**src/rtl/tcw_pkg.sv**
```systemverilog
// ----------------------------------------------------------------------------
// tcw_pkg: shared types and constants of the text console writer
// Port widths, command and character codes, micro-step encoding and the
// microcode table that steers the datapath.
// ----------------------------------------------------------------------------
package tcw_pkg;

	localparam int CMD_W     = 2;
	localparam int CHAR_W    = 8;
	localparam int IDX_W     = 11;
	localparam int COL_OUT_W = 7;
	localparam int ROW_OUT_W = 5;
	localparam int OFS_W     = 11;
	localparam int DATA_W    = 16;
	localparam int COLOR_W   = 4;
	localparam int CFG_IDX_W = 1;

	localparam logic [CMD_W-1:0] CMD_PUT   = 2'd0;
	localparam logic [CMD_W-1:0] CMD_CLEAR = 2'd1;
	localparam logic [CMD_W-1:0] CMD_READ  = 2'd2;

	localparam logic [CFG_IDX_W-1:0] CFG_FG = 1'd0;
	localparam logic [CFG_IDX_W-1:0] CFG_BG = 1'd1;

	localparam logic [CHAR_W-1:0] CH_BS    = 8'h08;
	localparam logic [CHAR_W-1:0] CH_TAB   = 8'h09;
	localparam logic [CHAR_W-1:0] CH_LF    = 8'h0A;
	localparam logic [CHAR_W-1:0] CH_CR    = 8'h0D;
	localparam logic [CHAR_W-1:0] CH_SPACE = 8'h20;

	typedef enum logic [2:0] {
		U_INIT, U_IDLE, U_PUT, U_SCR, U_SCRE, U_BLK, U_CLR, U_RD
	} tcw_step_t;

	typedef enum logic [1:0] {ADDR_KEEP, ADDR_CLR, ADDR_INC} tcw_addr_op_t;
	typedef enum logic [1:0] {WR_NONE, WR_ZERO, WR_BLANK, WR_CHAR} tcw_wr_sel_t;
	typedef enum logic [1:0] {RD_NONE, RD_COPY, RD_CELL} tcw_rd_sel_t;
	typedef enum logic [1:0] {CUR_KEEP, CUR_PUT, CUR_HOME} tcw_cur_op_t;
	typedef enum logic {LIM_CELLS, LIM_COPY} tcw_lim_t;
	typedef enum logic [1:0] {C_ALWAYS, C_NOT_LAST, C_SCROLL, C_DISPATCH} tcw_cond_t;

	typedef struct packed {
		logic         accept;
		tcw_addr_op_t addr_op;
		tcw_wr_sel_t  wr_sel;
		tcw_rd_sel_t  rd_sel;
		tcw_cur_op_t  cur_op;
		tcw_lim_t     lim;
		tcw_cond_t    cond;
		tcw_step_t    tgt_t;
		tcw_step_t    tgt_f;
		logic         finish;
	} tcw_uword_t;

	typedef struct packed {
		tcw_uword_t uw;
		logic       done;
	} tcw_ctl_t;

	typedef struct packed {
		logic             acc;
		logic [CMD_W-1:0] cmd;
		logic             last;
		logic             scroll;
	} tcw_stat_t;

	// microcode ROM
	function automatic tcw_uword_t tcw_ucode(tcw_step_t s);
		tcw_uword_t w;
		w = '0;
		unique case (s)
			U_INIT: begin
				w.wr_sel  = WR_ZERO;
				w.addr_op = ADDR_INC;
				w.lim     = LIM_CELLS;
				w.cond    = C_NOT_LAST;
				w.tgt_t   = U_INIT;
				w.tgt_f   = U_IDLE;
			end
			U_IDLE: begin
				w.accept  = 1'b1;
				w.addr_op = ADDR_CLR;
				w.cond    = C_DISPATCH;
				w.tgt_t   = U_IDLE;
				w.tgt_f   = U_IDLE;
			end
			U_PUT: begin
				w.cur_op = CUR_PUT;
				w.wr_sel = WR_CHAR;
				w.cond   = C_SCROLL;
				w.tgt_t  = U_SCR;
				w.tgt_f  = U_IDLE;
				w.finish = 1'b1;
			end
			U_SCR: begin
				w.rd_sel  = RD_COPY;
				w.addr_op = ADDR_INC;
				w.lim     = LIM_COPY;
				w.cond    = C_NOT_LAST;
				w.tgt_t   = U_SCR;
				w.tgt_f   = U_SCRE;
			end
			U_SCRE: begin
				// last copied word drains through the write port
				w.cond  = C_ALWAYS;
				w.tgt_t = U_BLK;
				w.tgt_f = U_BLK;
			end
			U_BLK: begin
				w.wr_sel  = WR_BLANK;
				w.addr_op = ADDR_INC;
				w.lim     = LIM_CELLS;
				w.cond    = C_NOT_LAST;
				w.tgt_t   = U_BLK;
				w.tgt_f   = U_IDLE;
				w.finish  = 1'b1;
			end
			U_CLR: begin
				w.wr_sel  = WR_BLANK;
				w.addr_op = ADDR_INC;
				w.cur_op  = CUR_HOME;
				w.lim     = LIM_CELLS;
				w.cond    = C_NOT_LAST;
				w.tgt_t   = U_CLR;
				w.tgt_f   = U_IDLE;
				w.finish  = 1'b1;
			end
			U_RD: begin
				w.rd_sel = RD_CELL;
				w.cond   = C_ALWAYS;
				w.tgt_t  = U_IDLE;
				w.tgt_f  = U_IDLE;
				w.finish = 1'b1;
			end
		endcase
		return w;
	endfunction

endpackage

```
**src/rtl/tcw_useq.sv**
```systemverilog
// ----------------------------------------------------------------------------
// tcw_useq: microcode sequencer
// Step register, control word lookup and conditional next-step selection.
// ----------------------------------------------------------------------------
module tcw_useq (
	input  logic               clk,
	input  logic               arst_n,
	input  tcw_pkg::tcw_stat_t stat,
	output tcw_pkg::tcw_ctl_t  ctl
);

	tcw_pkg::tcw_step_t  step_q;
	tcw_pkg::tcw_step_t  nxt;
	tcw_pkg::tcw_uword_t uw;

	always_ff @(posedge clk or negedge arst_n) begin
		if (!arst_n) begin
			step_q <= tcw_pkg::U_INIT;
		end else begin
			step_q <= nxt;
		end
	end

	always_comb begin
		uw = tcw_pkg::tcw_ucode(step_q);
		unique case (uw.cond)
			tcw_pkg::C_ALWAYS:   nxt = uw.tgt_t;
			tcw_pkg::C_NOT_LAST: nxt = stat.last ? uw.tgt_f : uw.tgt_t;
			tcw_pkg::C_SCROLL:   nxt = stat.scroll ? uw.tgt_t : uw.tgt_f;
			tcw_pkg::C_DISPATCH: begin
				priority if (!stat.acc) begin
					nxt = uw.tgt_f;
				end else if (stat.cmd == tcw_pkg::CMD_PUT) begin
					nxt = tcw_pkg::U_PUT;
				end else if (stat.cmd == tcw_pkg::CMD_CLEAR) begin
					nxt = tcw_pkg::U_CLR;
				end else begin
					// read, and the unused code which reads back zero
					nxt = tcw_pkg::U_RD;
				end
			end
		endcase
		ctl.uw   = uw;
		ctl.done = uw.finish && (nxt == tcw_pkg::U_IDLE);
	end

	a_init_leaves_idle: assert property (@(posedge clk) disable iff (!arst_n)
		(step_q == tcw_pkg::U_IDLE) |=> (step_q != tcw_pkg::U_INIT))
		else $error("sequencer returned to the clearing pass");

	a_dispatch_needs_word: assert property (@(posedge clk) disable iff (!arst_n)
		(step_q == tcw_pkg::U_IDLE && nxt != tcw_pkg::U_IDLE) |-> stat.acc)
		else $error("left idle without an accepted word");

	a_scroll_tail: assert property (@(posedge clk) disable iff (!arst_n)
		(step_q == tcw_pkg::U_SCRE) |=> (step_q == tcw_pkg::U_BLK))
		else $error("scroll did not blank the bottom row");

endmodule

```
**config.mk**
```make
export PLATFORM = sky130hd
export DESIGN_NAME = tcw_useq
export DESIGN_NICKNAME = d
export VERILOG_FILES = /design/src/rtl/tcw_pkg.sv /design/src/rtl/tcw_useq.sv
export SDC_FILE = /design/constraint.sdc
export NUM_CORES = 1
export LEC_CHECK = 0
export ABC_AREA = 1
export BUFFER_PORTS_ARGS = -buffer_cell sky130_fd_sc_hd__buf_4
export CAP_MARGIN = 30
export CORE_AREA = 2 2 39 41
export DETAILED_ROUTE_END_ITERATION = 6
export DIE_AREA = 0 0 41 43
export PLACE_DENSITY = 0.59
export SLEW_MARGIN = 30
export SYNTH_ARGS = -nofsm -noshare
export SYNTH_HDL_FRONTEND = slang
export SYNTH_SLANG_ARGS = --single-unit
```
**constraint.sdc**
```tcl
create_clock -name clk -period 2.6 [get_ports clk]
set_input_delay 0.13 -clock clk [delete_from_list [all_inputs] [get_ports clk]]
set_output_delay 0.13 -clock clk [all_outputs]
set_load 0.1 [all_outputs]
```
==> impl_metrics.ini <==
[logic_synthesis]
synth-compound-area-share = 0.0900
yosys.area_share.adder = 0
synth_xor_area_frac = 0
yosysSeqAreaShare = 0.208
synth_area_um2 = 362
syn_inst = 66
muxShareOfSynthArea = 0
synth_nets = 73
yosysUniqueCellTypes = 13
synthSimpleGateAreaFrac = 0.433
synth_top_family_by_area = simple AND/OR/NAND/NOR gates
ys_warn_count = 0
ys_seq_elements = 3
synth_area_per_cell_um2 = 5.48

[final_layout]
multi_input_area_um2 = 209
layout.cells.non_filler = 107
final_nets = 99
layout-drive-gt1-share = 0.385
final_common_cell = buf_4
fin_util = 0.420
seqCellArea_um2 = 75.1
reg_top3 = step_q x3
antenna_cells = 0
largest_reg_flops = 3
top_register = step_q
fillers = 154
final_cell_mix = buf_4 (25), nand2_1 (18), inv_1 (11), nor2_1 (8), nand3_1 (6)
areaGrowthSynthToFinish_pct = 60.6

[global_routing]
antenna_found_initial = 0
met3_usage = 0.0471
grt_pass1_wl_mm = 1.58
grt_max_degree = 10
grt-ovfl-total = 0
busiest_layer = met2
grt_util_met1 = 0.163
grtUsageTotal = 0.128
grt_pass1_vias = 416
use_met2 = 0.194

[setup_path]
critPathArrivalTime_ps = 1720
cp.required_ps = 2470
crit_top_cell = nand2_1
cp_cell_sequence = nand2_1, nand2_1, nand2_1, nand4_1, nand3_1, nor2_2, buf_4
startpoint_type = register
cp_slowest_cell = dfrtp_1
cp_max_fo = 8
end_kind = primary output
max_stage_delay_ps = 480
critPathKind = register to primary output
regToRegSetupSlack_ps = 1330

[sta]
post-route-period-util = 0.712
fin_worst_skew_ps = 2.41
finalHoldViolations = 0
min_period_ps = 1850
fmax_mhz = 540
final-setup-viol-count = 0
maxSlewViolCount = 0
rsz0062_at_grt = no

[floorplanning]
start_util = 0.261
die_y_um = 43
rows = 14
core_area_um2 = 1380
die_area_um2 = 1760
die_x_um = 41
ios = 27

[worst_hold_path]
hold_path.class = input pin to register

[clock_network]
post_cts_buffers = 0
worst_skew_pair.late_latency_ps = 230
clk_pin_slew_worst_paths_ps = 40
cts_buffer_depth = 2
cts-root-buf = clkbuf_4
cts_tree = done
cts_max_level = 1
cts_sinks = 3
cts_buffers = 3
cts_resized = 0
hold_buffers = 1

[detailed_routing]
avgRoutedWirePerCell_um = 9.07
post_drt_via_cell_ratio = 4.24
drc = 0
ant_nets = 0
via_count = 454
dr.pass1.iters = 4
finalWirelength_um = 971
drt-initial-drc-count = 6

[status]
outcome = finished, final reports clean

[placement]
gp_congestion = 0.793
hpwl_um = 843
dp_cells = 102
io_buffers = 25

[flow_run]
cap_violations = 0
[worst max-delay path, delay by kind of cell (launching register included)]
kind / cells / cell delay (ps)
simple gates: 6 / 720
flops: 1 / 480
buf+inv: 1 / 290
[routing by layer]
layer	share of wire	up-vias
met5	0	-
met4	0	0
met3	0.067	0
met2	0.51	14
met1	0.42	194
li1	-	246
[synth_stat cells]
cell      n  share of area
a21oi_1   2          0.028
buf_4     3          0.062
buf_6     2          0.062
conb_1    1          0.010
dfrtp_1   3           0.21
inv_1    12           0.12
inv_2     1          0.010
nand2_1  18           0.19
nand3_1   7          0.097
nand4_1   2          0.035
nor2_1   11           0.11
o21a_1    1          0.021
o21ai_0   3          0.042
[through the flow]
stage | area [um2] | setup WS, ps | hold slack, ps | TNS [ps]
floorplan | 382 | -152 | -166 | -152
global placement | 544 | 1000 | -79.2 | 0
detailed placement | 544 | 1000 | -77.8 | 0
CTS | 581 | 749 | 217 | 0
global route | 581 | 572 | 244 | 0
finish | 581 | 749 | 217 | 0
[cell type report]
| cell class | count | area share |
|---|---|---|
| repair buffers | 26 | 0.341 |
| clock buffers | 4 | 0.0453 |
| flip-flops and latches | 3 | 0.129 |
| well taps | 16 | 0.0345 |
| multi-input cells | 45 | 0.360 |
| inverters | 13 | 0.0905 |
[kinds of logic (layout without fill, tap and decap cells)]
family / after synthesis / in the layout
DFF: 3 / 3
other: 1 / 1
and+or+nand+nor: 38 / 38
AOI/OAI and AO/OA: 6 / 6
buffers and inverters: 18 / 43
[path summary, 6_finish.rpt]
kind	to	from	cells after the start
min in group asynchronous	step_q[0]	arst_n	2
min reg2reg	step_q[0]	step_q[2]	3
min	step_q[1]	stat[0]	5
max	ctl[0]	step_q[0]	7
max in group asynchronous	step_q[2]	arst_n	2
max reg2reg	step_q[2]	step_q[0]	6
Power is left out: the tool's default activity adds up to more than one toggle a clock period on the data nets, which glitch-free logic cannot reach.
